### config.mk
export PLATFORM = sky130hd
export DESIGN_NAME = bounded_array_list_engine_core
export DESIGN_NICKNAME = d
export VERILOG_FILES = /design/src/sv/bale_pkg.sv /design/src/sv/bounded_array_list_engine_core.sv /design/src/sv/bale_ram.sv /design/src/sv/bale_seq.sv
export VERILOG_INCLUDE_DIRS = /design/src /design/src/sv
export SDC_FILE = /design/constraint.sdc
export NUM_CORES = 2
export LEC_CHECK = 0
export BUFFER_PORTS_ARGS = -buffer_cell sky130_fd_sc_hd__buf_2
export CORE_MARGIN = 3
export CORE_UTILIZATION = 65
export DETAILED_ROUTE_END_ITERATION = 7
export PLACE_DENSITY = 0.82
export SLEW_MARGIN = 20
export SYNTH_ARGS = -nofsm -noshare
export SYNTH_HDL_FRONTEND = slang
export SYNTH_HIERARCHICAL = 1
export SYNTH_SLANG_ARGS = --single-unit
### constraint.sdc
create_clock -name clock -period 9.2 [get_ports clock]
set_clock_uncertainty 0.2 [all_clocks]
set_input_delay 1.84 -clock clock [delete_from_list [all_inputs] [get_ports clock]]
set_output_delay 1.84 -clock clock [all_outputs]
set_load 0.05 [all_outputs]
### src/sv/assert_macros.svh
// Assertion macros shared by the bounded array list engine RTL.
// No dependencies; expects a clock named clock and a reset named reset.
`ifndef ASSERT_MACROS_SVH
`define ASSERT_MACROS_SVH

// same-cycle implication
`define BALE_ASSERT_NOW(lbl, ante, cons) \
   lbl: assert property (@(posedge clock) disable iff (reset) (ante) |-> (cons)) \
      else $error("bale assertion failed");

// next-cycle implication
`define BALE_ASSERT_NEXT(lbl, ante, cons) \
   lbl: assert property (@(posedge clock) disable iff (reset) (ante) |=> (cons)) \
      else $error("bale assertion failed");

`endif

### src/sv/bale_pkg.sv
// Package for the bounded array list engine: sizes, action codes, beat structs.
// No dependencies.
package bale_pkg;

   localparam int DEPTH     = 64;
   localparam int IDX_W     = $clog2(DEPTH);
   localparam int CNT_W     = $clog2(DEPTH + 1);
   localparam int WIDE_W    = (CNT_W > 6) ? CNT_W : 6;
   localparam int LEN_EXT_W = (CNT_W > 7) ? CNT_W : 7;
   localparam int FI_EXT_W  = (IDX_W > 7) ? IDX_W : 7;

   typedef enum logic [3:0] {
      ACT_APPEND      = 4'd0,
      ACT_INSERT      = 4'd1,
      ACT_REMOVE_AT   = 4'd2,
      ACT_GET         = 4'd3,
      ACT_SET         = 4'd4,
      ACT_INDEX_OF    = 4'd5,
      ACT_CONTAINS    = 4'd6,
      ACT_REMOVE_LAST = 4'd7,
      ACT_SWAP        = 4'd8,
      ACT_CLEAR       = 4'd9
   } act_type;

   typedef struct packed {
      act_type     action;
      logic [5:0]  position;
      logic [5:0]  position_b;
      logic [31:0] value;
   } req_type;

   typedef struct packed {
      logic             we;
      logic [IDX_W-1:0] waddr;
      logic [31:0]      wdata;
      logic [IDX_W-1:0] raddr;
   } ram_req_type;

   typedef struct packed {
      logic             busy;
      logic             done;
      logic             ok;
      logic [31:0]      read_value;
      logic [6:0]       found_index;
      logic [CNT_W-1:0] count;
   } seq_stat_type;

   function automatic logic [IDX_W-1:0] pos_to_idx(input logic [5:0] p);
      logic [WIDE_W-1:0] w;
      w = WIDE_W'(p);
      return w[IDX_W-1:0];
   endfunction

   function automatic logic [WIDE_W-1:0] pos_wide(input logic [5:0] p);
      return WIDE_W'(p);
   endfunction

   function automatic logic [WIDE_W-1:0] cnt_wide(input logic [CNT_W-1:0] c);
      return WIDE_W'(c);
   endfunction

   function automatic logic [6:0] cnt_to_len(input logic [CNT_W-1:0] c);
      logic [LEN_EXT_W-1:0] w;
      w = LEN_EXT_W'(c);
      return w[6:0];
   endfunction

   function automatic logic [6:0] idx_to_fi(input logic [IDX_W-1:0] i);
      logic [FI_EXT_W-1:0] w;
      w = FI_EXT_W'(i);
      return w[6:0];
   endfunction

endpackage

### src/sv/bounded_array_list_engine_core.sv
// Top level of the bounded array list engine: request capture, sequencer,
// entry store and result register. Depends on bale_pkg, bale_seq, bale_ram, assert_macros.svh.
//
// Usage: drive req_* and raise start; the request beat is taken at a clock
// edge with start high and busy low. busy stays high until the sequencer is
// done. Exactly one result beat follows each request: rsp_strobe is high for
// one cycle with rsp_ok, rsp_read_value, rsp_found_index, rsp_length and
// rsp_full_res valid in that cycle. The receiver cannot stall; the result is
// simply presented for that one cycle.
// Work per action, with n = list length: append, set, clear, bad index and
//   unused code need no walk; get reads one entry; swap reads both and writes
//   them back; insert at p < n first shifts the tail up; remove_at shifts the
//   tail down unless p is the last entry; index_of/contains stop at the first
//   match, scan all n when absent and none on an empty list; remove_last_match
//   scans all n, then shifts the tail down when the last match is not last.
// The next request may be taken in the strobe cycle. Each step of a shift or
// search uses the single store port pair (one read, one write).
// Reset empties the list; entry contents are not cleared and no pass is needed.
`include "assert_macros.svh"
module bounded_array_list_engine_core
   import bale_pkg::*;
(
   input  logic               clock,
   input  logic               reset,
   input  logic               start,
   output logic               busy,
   input  logic [3:0]         req_action,
   input  logic [5:0]         req_position,
   input  logic [5:0]         req_position_b,
   input  logic signed [31:0] req_value,
   output logic               rsp_strobe,
   output logic               rsp_ok,
   output logic signed [31:0] rsp_read_value,
   output logic signed [6:0]  rsp_found_index,
   output logic [6:0]         rsp_length,
   output logic               rsp_full_res
);

   req_type      req_ff;
   ram_req_type  ram_req;
   seq_stat_type stat;
   logic [31:0]  rdata;
   logic         accept;

   logic         rsp_strobe_ff;
   logic         rsp_ok_ff;
   logic [31:0]  rsp_read_value_ff;
   logic [6:0]   rsp_found_index_ff;
   logic [6:0]   rsp_length_ff;
   logic         rsp_full_res_ff;

   assign busy   = stat.busy;
   assign accept = start && !busy;

   always_ff @(posedge clock) begin
      if (accept) begin
         req_ff <= '{action: act_type'(req_action), position: req_position,
                     position_b: req_position_b, value: req_value};
      end
   end

   bale_seq u_seq (
      .clock   (clock),
      .reset   (reset),
      .go      (accept),
      .req     (req_ff),
      .rdata   (rdata),
      .ram_req (ram_req),
      .stat    (stat)
   );

   bale_ram u_ram (
      .clock   (clock),
      .ram_req (ram_req),
      .rdata   (rdata)
   );

   always_ff @(posedge clock) begin
      if (reset) begin
         rsp_strobe_ff <= 1'b0;
      end else begin
         rsp_strobe_ff <= stat.done;
      end
      if (stat.done) begin
         rsp_ok_ff          <= stat.ok;
         rsp_read_value_ff  <= stat.read_value;
         rsp_found_index_ff <= stat.found_index;
         rsp_length_ff      <= cnt_to_len(stat.count);
         rsp_full_res_ff    <= (stat.count == CNT_W'(DEPTH));
      end
   end

   assign rsp_strobe      = rsp_strobe_ff;
   assign rsp_ok          = rsp_ok_ff;
   assign rsp_read_value  = $signed(rsp_read_value_ff);
   assign rsp_found_index = $signed(rsp_found_index_ff);
   assign rsp_length      = rsp_length_ff;
   assign rsp_full_res    = rsp_full_res_ff;

   `BALE_ASSERT_NEXT(a_accept_busy, accept, busy)
   `BALE_ASSERT_NOW(a_strobe_after_busy, rsp_strobe, $past(busy))
   `BALE_ASSERT_NOW(a_count_bound, stat.busy, stat.count <= CNT_W'(DEPTH))

endmodule

### src/sv/bale_ram.sv
// Entry store: one write port, one read port with registered read data.
// Depends on bale_pkg.
module bale_ram
   import bale_pkg::*;
(
   input  logic        clock,
   input  ram_req_type ram_req,
   output logic [31:0] rdata
);

   logic [31:0] mem [DEPTH];
   logic [31:0] rdata_ff;

   always_ff @(posedge clock) begin
      if (ram_req.we) begin
         mem[ram_req.waddr] <= ram_req.wdata;
      end
      rdata_ff <= mem[ram_req.raddr];
   end

   assign rdata = rdata_ff;

endmodule

### src/sv/bale_seq.sv
// Sequencer for the list engine: decodes a request, walks the store with the
// shared compare/move datapath and builds the result. Depends on bale_pkg.
module bale_seq
   import bale_pkg::*;
(
   input  logic         clock,
   input  logic         reset,
   input  logic         go,
   input  req_type      req,
   input  logic [31:0]  rdata,
   output ram_req_type  ram_req,
   output seq_stat_type stat
);

   typedef enum logic [3:0] {
      S_IDLE, S_DECODE, S_MOVE, S_DRAIN, S_INS_FIN, S_GET,
      S_SCAN, S_SCAN_END, S_SW1, S_SW2, S_SW3, S_RESP
   } state_type;

   state_type        state_ff, state_in;
   logic [CNT_W-1:0] count_ff, count_in;
   logic [IDX_W-1:0] cur_ff, cur_in;
   logic [IDX_W-1:0] end_ff, end_in;
   logic [IDX_W-1:0] prev_ff, prev_in;
   logic [IDX_W-1:0] hit_ff, hit_in;
   logic             pend_ff, pend_in;
   logic             dir_up_ff, dir_up_in;
   logic             hit_vld_ff, hit_vld_in;
   logic             scan_last_ff, scan_last_in;
   logic             ok_ff, ok_in;
   logic [31:0]      rd_ff, rd_in;
   logic [6:0]       fi_ff, fi_in;
   logic [31:0]      tmp_ff, tmp_in;

   logic [IDX_W-1:0] pa_idx, pb_idx, rem_idx;
   logic [CNT_W-1:0] cnt_m1;
   logic             not_full, pa_in_rng, pb_in_rng, match, last_hit, do_remove;

   assign pa_idx    = pos_to_idx(req.position);
   assign pb_idx    = pos_to_idx(req.position_b);
   assign cnt_m1    = count_ff - CNT_W'(1);
   assign not_full  = (count_ff != CNT_W'(DEPTH));
   assign pa_in_rng = (pos_wide(req.position) < cnt_wide(count_ff));
   assign pb_in_rng = (pos_wide(req.position_b) < cnt_wide(count_ff));
   assign match     = pend_ff && (rdata == req.value);

   always_comb begin
      state_in     = state_ff;
      count_in     = count_ff;
      cur_in       = cur_ff;
      end_in       = end_ff;
      prev_in      = prev_ff;
      hit_in       = hit_ff;
      pend_in      = pend_ff;
      dir_up_in    = dir_up_ff;
      hit_vld_in   = hit_vld_ff;
      scan_last_in = scan_last_ff;
      ok_in        = ok_ff;
      rd_in        = rd_ff;
      fi_in        = fi_ff;
      tmp_in       = tmp_ff;
      ram_req      = '{we: 1'b0, waddr: pa_idx, wdata: req.value, raddr: cur_ff};
      rem_idx      = pa_idx;
      do_remove    = 1'b0;
      last_hit     = 1'b0;

      unique case (state_ff)
         S_IDLE: begin
            if (go) begin
               state_in = S_DECODE;
            end
         end
         S_DECODE: begin
            ok_in    = 1'b0;
            rd_in    = '0;
            fi_in    = '1;
            pend_in  = 1'b0;
            state_in = S_RESP;
            unique case (req.action)
               ACT_APPEND: begin
                  if (not_full) begin
                     ram_req.we    = 1'b1;
                     ram_req.waddr = count_ff[IDX_W-1:0];
                     count_in      = count_ff + CNT_W'(1);
                     ok_in         = 1'b1;
                  end
               end
               ACT_INSERT: begin
                  if (not_full && (pos_wide(req.position) <= cnt_wide(count_ff))) begin
                     if (pos_wide(req.position) == cnt_wide(count_ff)) begin
                        state_in = S_INS_FIN;
                     end else begin
                        cur_in    = cnt_m1[IDX_W-1:0];
                        end_in    = pa_idx;
                        dir_up_in = 1'b0;
                        state_in  = S_MOVE;
                     end
                  end
               end
               ACT_REMOVE_AT: begin
                  if (pa_in_rng) begin
                     do_remove = 1'b1;
                  end
               end
               ACT_GET: begin
                  if (pa_in_rng) begin
                     ram_req.raddr = pa_idx;
                     state_in      = S_GET;
                  end else begin
                     rd_in = '1;
                  end
               end
               ACT_SET: begin
                  if (pa_in_rng) begin
                     ram_req.we = 1'b1;
                     ok_in      = 1'b1;
                  end
               end
               ACT_INDEX_OF, ACT_CONTAINS, ACT_REMOVE_LAST: begin
                  if (count_ff != '0) begin
                     cur_in       = '0;
                     end_in       = cnt_m1[IDX_W-1:0];
                     hit_vld_in   = 1'b0;
                     scan_last_in = (req.action == ACT_REMOVE_LAST);
                     state_in     = S_SCAN;
                  end
               end
               ACT_SWAP: begin
                  if (pa_in_rng && pb_in_rng) begin
                     ram_req.raddr = pa_idx;
                     state_in      = S_SW1;
                  end
               end
               ACT_CLEAR: begin
                  count_in = '0;
                  ok_in    = 1'b1;
               end
               default: begin
               end
            endcase
         end
         S_MOVE: begin
            ram_req.raddr = cur_ff;
            ram_req.we    = pend_ff;
            ram_req.waddr = dir_up_ff ? (prev_ff - IDX_W'(1)) : (prev_ff + IDX_W'(1));
            ram_req.wdata = rdata;
            prev_in       = cur_ff;
            pend_in       = 1'b1;
            if (cur_ff == end_ff) begin
               state_in = S_DRAIN;
            end else begin
               cur_in = dir_up_ff ? (cur_ff + IDX_W'(1)) : (cur_ff - IDX_W'(1));
            end
         end
         S_DRAIN: begin
            ram_req.we    = 1'b1;
            ram_req.waddr = dir_up_ff ? (prev_ff - IDX_W'(1)) : (prev_ff + IDX_W'(1));
            ram_req.wdata = rdata;
            pend_in       = 1'b0;
            if (dir_up_ff) begin
               count_in = cnt_m1;
               ok_in    = 1'b1;
               state_in = S_RESP;
            end else begin
               state_in = S_INS_FIN;
            end
         end
         S_INS_FIN: begin
            ram_req.we = 1'b1;
            count_in   = count_ff + CNT_W'(1);
            ok_in      = 1'b1;
            state_in   = S_RESP;
         end
         S_GET: begin
            rd_in    = rdata;
            ok_in    = 1'b1;
            state_in = S_RESP;
         end
         S_SCAN: begin
            ram_req.raddr = cur_ff;
            prev_in       = cur_ff;
            pend_in       = 1'b1;
            if (match && !scan_last_ff) begin
               ok_in    = 1'b1;
               fi_in    = (req.action == ACT_INDEX_OF) ? idx_to_fi(prev_ff) : '1;
               state_in = S_RESP;
            end else begin
               if (match) begin
                  hit_in     = prev_ff;
                  hit_vld_in = 1'b1;
               end
               if (cur_ff == end_ff) begin
                  state_in = S_SCAN_END;
               end else begin
                  cur_in = cur_ff + IDX_W'(1);
               end
            end
         end
         S_SCAN_END: begin
            pend_in  = 1'b0;
            state_in = S_RESP;
            if (!scan_last_ff) begin
               if (match) begin
                  ok_in = 1'b1;
                  fi_in = (req.action == ACT_INDEX_OF) ? idx_to_fi(prev_ff) : '1;
               end
            end else begin
               last_hit  = match || hit_vld_ff;
               rem_idx   = match ? prev_ff : hit_ff;
               do_remove = last_hit;
            end
         end
         S_SW1: begin
            ram_req.raddr = pb_idx;
            tmp_in        = rdata;
            state_in      = S_SW2;
         end
         S_SW2: begin
            ram_req.we    = 1'b1;
            ram_req.wdata = rdata;
            state_in      = S_SW3;
         end
         S_SW3: begin
            ram_req.we    = 1'b1;
            ram_req.waddr = pb_idx;
            ram_req.wdata = tmp_ff;
            ok_in         = 1'b1;
            state_in      = S_RESP;
         end
         S_RESP: begin
            state_in = S_IDLE;
         end
         default: begin
            state_in = S_IDLE;
         end
      endcase

      // removal: last entry just shrinks, otherwise shift the tail down
      if (do_remove) begin
         pend_in = 1'b0;
         if ((CNT_W'(rem_idx) + CNT_W'(1)) == count_ff) begin
            count_in = cnt_m1;
            ok_in    = 1'b1;
            state_in = S_RESP;
         end else begin
            cur_in    = rem_idx + IDX_W'(1);
            end_in    = cnt_m1[IDX_W-1:0];
            dir_up_in = 1'b1;
            state_in  = S_MOVE;
         end
      end
   end

   always_ff @(posedge clock) begin
      if (reset) begin
         state_ff <= S_IDLE;
         count_ff <= '0;
         pend_ff  <= 1'b0;
      end else begin
         state_ff <= state_in;
         count_ff <= count_in;
         pend_ff  <= pend_in;
      end
      cur_ff       <= cur_in;
      end_ff       <= end_in;
      prev_ff      <= prev_in;
      hit_ff       <= hit_in;
      dir_up_ff    <= dir_up_in;
      hit_vld_ff   <= hit_vld_in;
      scan_last_ff <= scan_last_in;
      ok_ff        <= ok_in;
      rd_ff        <= rd_in;
      fi_ff        <= fi_in;
      tmp_ff       <= tmp_in;
   end

   assign stat = '{busy: (state_ff != S_IDLE), done: (state_ff == S_RESP), ok: ok_ff,
                   read_value: rd_ff, found_index: fi_ff, count: count_ff};

endmodule
==> Word level (Yosys, flattened, before mapping) <==
Memories as Yosys holds them, arrays and structs flattened. A register that Yosys moved wholly into a read port is not among the register bits.
Index checks and enable logic that the tools add are counted.
{ "word_totals": {"regBits": 208, "ramBits": 2048, "inputBits": 51, "out_inout_bits": 50, "n_memories": 1} }
{ "op_classes": {"addsub": 8, "order_cmp": 3, "eq_ne": 36, "muxes": 87, "bitwise_logic": 1, "reduce_logical": 30} }
{ "mem_list": {"columns": ["name", "words", "width", "rd", "rd_ports_with_merged_regs", "wr", "line_no", "rtl"], "rows": [
  ["u_ram.mem", 64, 32, 1, 1, 1, "bale_ram.sv:11", "logic [31:0] mem [DEPTH];"]
]} }
{ "op_table": {"columns": ["operator", "count"], "rows": [
  ["$mux W6", 22],
  ["$pmux W32 S2", 2],
  ["$mux W32", 2],
  ["$mux W7", 9],
  ["$pmux W6 S2", 4],
  ["$pmux W7 S3", 2],
  ["$mux W4", 10],
  ["$pmux W6 S3", 2],
  ["$eq A32 B32 Y1", 1],
  ["$eq A4 B3 Y1 const B", 8],
  ["$pmux W4 S8", 1],
  ["$eq A4 B4 Y1 const B", 6],
  ["$mux W1", 22],
  ["$add A6 B1 Y6 const B", 3],
  ["$eq A4 B2 Y1 const B", 4],
  ["$pmux W4 S4", 1],
  ["$lt A6 B7 Y1", 2],
  ["$pmux W7 S2", 1],
  ["$reduce_or A3 Y1", 4],
  ["$sub A6 B1 Y6 const B", 2],
  ["$eq A4 B1 Y1 const B", 2],
  ["$logic_not A4 Y1", 2],
  ["$ne A2 B1 Y1 const B", 4],
  ["$pmux W1 S2", 4],
  ["other kinds (31)", 45]
]} }

==> Longest topological paths before layout <==
{ "depth": {"ltp_word": 9, "ltp_mapped": 22} }

==> Modules after synthesis <==
Netlist, hierarchy kept.
{ "by_module_without_submodules": {"columns": ["module", "n_inst", "cells_per_inst", "area_per_inst_um2", "seq_area_each_um2"], "rows": [
  ["bale_ram", 1, 3511, 79039.6, 62139.6],
  ["bale_seq", 1, 879, 7576.0, 3072.9],
  ["bounded_array_list_engine_core", 1, 101, 2937.8, 2902.8]
]} }

==> Least setup slack after synthesis <==
Ideal clock, no wire load.
{ "synth_timing": {"path_type": "reg-to-reg", "start": "register u_seq.state_ff[0]", "end": "register u_ram.rdata_ff[31], in the netlist u_ram/rdata[31], read port of u_ram.mem", "arrival_ns": 5.779, "required_ns": 8.884, "path_slack_ns": 3.105, "path_stages_with_launch": 17, "synth_period_minus_slack_ns": 6.095, "path_cell_list": "dfxtp_1 > clkbuf_1 > inv_1 > clkbuf_1 > nand2_1 > nor3_1 > nor2b_1 > a221o_1 > buf_6 > buf_12 > buf_6 > buf_6 > mux2i_1 > o22ai_1 > a2111oi_0 > nor3_1 > o211a_1"} }
{ "synth_lines": {"columns": ["item", "line_no", "rtl"], "rows": [
  ["start: declaration", "bale_seq.sv:20", "state_type state_ff, state_in;"],
  ["start signal: assignment", "bale_seq.sv:260", "state_ff <= state_in;"],
  ["end: declaration", "bale_ram.sv:12", "logic [31:0] rdata_ff;"]
]} }

==> flow_results.xml <==
<?xml version="1.0" encoding="UTF-8"?>
<metrics>
  <group name="die">
    <metric name="coreArea" unit="um2">136000</metric>
    <metric name="vertical_die_dimension" unit="um">377</metric>
    <metric name="io_pins" unit="">101</metric>
    <metric name="dieWidth" unit="um">377</metric>
    <metric name="fp.dieArea" unit="um2">142000</metric>
    <metric name="floorplan.rows" unit="">135</metric>
    <metric name="initial_utilization" unit="">0.658</metric>
  </group>
  <group name="synth">
    <metric name="ys_top_cells_by_area" unit="">edfxtp_1, mux4_2, mux2i_1</metric>
    <metric name="sequential_to_total_area_share_from_yosys_stat" unit="">0.761</metric>
    <metric name="synth_async_sr_flop_share" unit="">0</metric>
    <metric name="synth_ff_type" unit="">edfxtp_1</metric>
    <metric name="synth_enable_flop_cells" unit="">2229</metric>
    <metric name="synth_top_cell_by_area" unit="">edfxtp_1</metric>
    <metric name="synthesis.area" unit="um2">89600</metric>
    <metric name="syn-num-nets" unit="">4563</metric>
    <metric name="postSynthAreaPerCell" unit="um2">19.9</metric>
    <metric name="synth_seq_cells" unit="">2288</metric>
    <metric name="post_synth_inst_count" unit="">4491</metric>
    <metric name="synthesis.yosys.warnings" unit="">6</metric>
    <metric name="synth_top_area_frac" unit="">0.747</metric>
    <metric name="yosysUniqueCellTypes" unit="">90</metric>
  </group>
  <group name="grt">
    <metric name="grt_pass1_wl" unit="um">367000</metric>
    <metric name="grt_max_degree" unit="">131</metric>
    <metric name="first_global_vias" unit="">50600</metric>
    <metric name="grtUsageTotal" unit="">0.368</metric>
    <metric name="antenna_found_initial" unit="">20</metric>
    <metric name="globalRoute.totalOverflow" unit="">0</metric>
  </group>
  <group name="timing">
    <metric name="finalCritPeriodShare" unit="">0.747</metric>
    <metric name="max_freq" unit="MHz">145</metric>
    <metric name="hold-worst-slack" unit="ns">0.218</metric>
    <metric name="finalSetupViolCount" unit="">0</metric>
    <metric name="rsz0062_at_grt" unit="">false</metric>
    <metric name="worst-slew-pin-transition" unit="ns">1.15</metric>
    <metric name="relative_slew_slack" unit="">0.230</metric>
    <metric name="final_hold_viols" unit="">0</metric>
    <metric name="final-max-slew-violation-count" unit="">0</metric>
    <metric name="finalSetupTns" unit="ns">0</metric>
    <metric name="post-route-min-period" unit="ns">6.87</metric>
  </group>
  <group name="drt">
    <metric name="avgRoutedWirePerCell" unit="um">38.7</metric>
    <metric name="post_drt_via_cell_ratio" unit="">7.55</metric>
    <metric name="post-route-drc-count" unit="">0</metric>
    <metric name="detailedRoute.firstPassIterationCount" unit="">8</metric>
    <metric name="antenna_left" unit="">0</metric>
    <metric name="drt_iter0_markers" unit="">8919</metric>
    <metric name="post_detailed_routing_wire_length" unit="um">258000</metric>
    <metric name="routed_vias" unit="">50300</metric>
  </group>
  <group name="power_and_ir_drop">
    <metric name="cellLeakagePower" unit="nW">31.3</metric>
    <metric name="vdd_ir_drop_max" unit="uV">300</metric>
    <metric name="design_power_total" unit="mW">34.0</metric>
    <metric name="pwr_density_cell" unit="nW/um2">341</metric>
  </group>
  <group name="clock_tree">
    <metric name="cts_tree" unit="">built</metric>
    <metric name="ctsHtreeMaxLevel" unit="">4</metric>
    <metric name="cts_setup_buffers" unit="">0</metric>
    <metric name="cts.clk_slew.worst_paths" unit="ns">0.07</metric>
    <metric name="cts_max_path_buffers" unit="">3</metric>
    <metric name="number_of_cells_upsized_or_downsized_after_cts" unit="">0</metric>
    <metric name="clock_sinks" unit="">2288</metric>
    <metric name="insertion_delay" unit="ns">0.87</metric>
    <metric name="clock_tree.root_cell" unit="">clkbuf_16</metric>
    <metric name="cts_hold_buf" unit="">0</metric>
    <metric name="numCtsBuffers" unit="">212</metric>
  </group>
  <group name="run_status">
    <metric name="result_of_the_run" unit="">completed</metric>
  </group>
  <group name="final_layout">
    <metric name="syn_to_final_growth" unit="%">11.3</metric>
    <metric name="final_layout_size_suffix_gt1_frac" unit="">0.233</metric>
    <metric name="finalNetCount" unit="">4757</metric>
    <metric name="commonest_non_fill_non_tap_cell_in_the_layout" unit="">edfxtp_1</metric>
    <metric name="mostFrequentLayoutCells" unit="">edfxtp_1, mux4_2, clkbuf_16</metric>
  </group>
  <group name="critical_path">
    <metric name="worstSetupEndpointType" unit="">register</metric>
    <metric name="start_kind" unit="">register</metric>
    <metric name="data_arrival_critical_path" unit="ns">7.42</metric>
    <metric name="cp.required" unit="ns">9.75</metric>
    <metric name="crit_path_max_fanout" unit="">53</metric>
    <metric name="timing_worst_setup_path_type" unit="">reg2reg</metric>
  </group>
  <group name="placement">
    <metric name="globalplace.congestion" unit="">0.948</metric>
    <metric name="io_buffer_count" unit="">100</metric>
    <metric name="post_detail_place_hpwl" unit="um">130000</metric>
  </group>
  <group name="worst_hold_path">
    <metric name="holdCritPathClass" unit="">reg2reg</metric>
  </group>
  <group name="flow_run">
    <metric name="max-cap-violations" unit="">0</metric>
  </group>
</metrics>
-- cells by family (layout without fill, tap and decap cells) --
logic type | count (synthesis) | after routing | synth area share
xor gates and xnor gates | 64 | 64 | 0.00641
other | 0 | 11 | 0
muxes | 643 | 643 | 0.134
DFF | 2288 | 2288 | 0.761
buffers and inverters | 283 | 658 | 0.0177
and+or+nand+nor | 622 | 622 | 0.0330
adders and majority gates | 21 | 21 | 0.00302
AOI/OAI and AO/OA | 570 | 570 | 0.0450
-- flip-flops by register name (all words and copies together), names as in the netlist, 4 cells and up --
signal,count
req_ff,48
rsp_found_index,7
rsp_length,7
rsp_read_value,32
u_ram/mem,2048
u_ram/rdata,32
u_seq/count_ff,7
u_seq/cur_ff,6
u_seq/end_ff,6
u_seq/fi_ff,7
u_seq/hit_ff,6
u_seq/prev_ff,6
u_seq/rd_ff,32
u_seq/state_ff,4
u_seq/tmp_ff,32
-- layout make-up --
type / instances / area, um2
clock buffer: 272 / 5600
tap: 1781 / 2230
fill: 7047 / 36500
sequential: 2288 / 68100
inverter: 30 / 113
clock inverter: 123 / 1320
antenna: 11 / 27.5
multi-input combinational: 1920 / 20600
timing repair buffer: 233 / 1620
-- stage by stage --
stage | utilization | area (um2) | setup slack, ns | cells
floorplan | - | 89600 | 3.11 | 4491
global placement | 0.680 | 92600 | 2.64 | 6252
detailed placement | 0.680 | 92600 | 2.62 | 6252
CTS | 0.731 | 99500 | 2.54 | 6647
global route | 0.732 | 99600 | 2.12 | 6647
finish | 0.732 | 99600 | 2.33 | 6658
-- metal layers --
layer	up-vias	global-route usage	part of all wire	wire length (um)
met3	1131	0.102	0.14	36100
met2	5089	0.577	0.48	123000
met4	14	0.206	0.065	16700
met1	25100	0.471	0.32	81700
met5	-	0	0.00040	103
li1	19000	-	-	-
-- synth_stat cells (16+ instances only) --
| cell type | count |
|---|---|
| edfxtp_1 | 2229 |
| mux4_2 | 446 |
| nand2_1 | 225 |
| mux2i_1 | 192 |
| a22oi_1 | 161 |
| nor2_1 | 148 |
| clkbuf_1 | 117 |
| o21ai_0 | 79 |
| a21oi_1 | 71 |
| nand3_1 | 69 |
| dfxtp_1 | 59 |
| buf_2 | 54 |
| xnor2_1 | 47 |
| o22ai_1 | 46 |
| buf_6 | 32 |
| a31oi_1 | 31 |
| buf_4 | 30 |
| nor3_1 | 30 |
| inv_1 | 29 |
| a211oi_1 | 26 |
| nor2b_1 | 23 |
| nand4_1 | 22 |
| ha_1 | 20 |
| o221ai_1 | 19 |
| nand2b_1 | 18 |
| a22o_1 | 17 |
| xor2_1 | 16 |
-- final timing paths --
check / startpoint / end / slack [ns] / cells past startpoint
min reg2reg: u_seq/fi_ff[3] / rsp_found_index[3] / 0.22 / 0
min: u_seq/fi_ff[3] / rsp_found_index[3] / 0.22 / 0
max reg2reg: u_seq/count_ff[4] / u_ram/rdata[19] / 2.33 / 16
max: u_seq/count_ff[4] / u_ram/rdata[19] / 2.33 / 16
-- where the power goes --
group          internal [mW]  total, mW  switching [mW]
combinational           3.53       10.9            7.33
clock                   4.89       8.84            3.95
sequential              13.7       14.3           0.519
total                   22.2       34.0            11.8
-- critical path, cell delays in order (launching register included) --
cell and delay (ns):
dfxtp_1 0.60, inv_1 0.20, ha_1 0.35, a21o_1 0.12, a21oi_1 0.07, o22a_1 0.31
or2_2 0.35, a21oi_1 0.25, a2111o_1 0.34, nor2b_1 0.56, a221o_4 0.78, buf_4 0.55
nand2_1 0.66, buf_4 0.42, o221ai_1 0.23, o21ai_0 0.42, and3_1 0.33
Power figures use the tool's default switching activity.
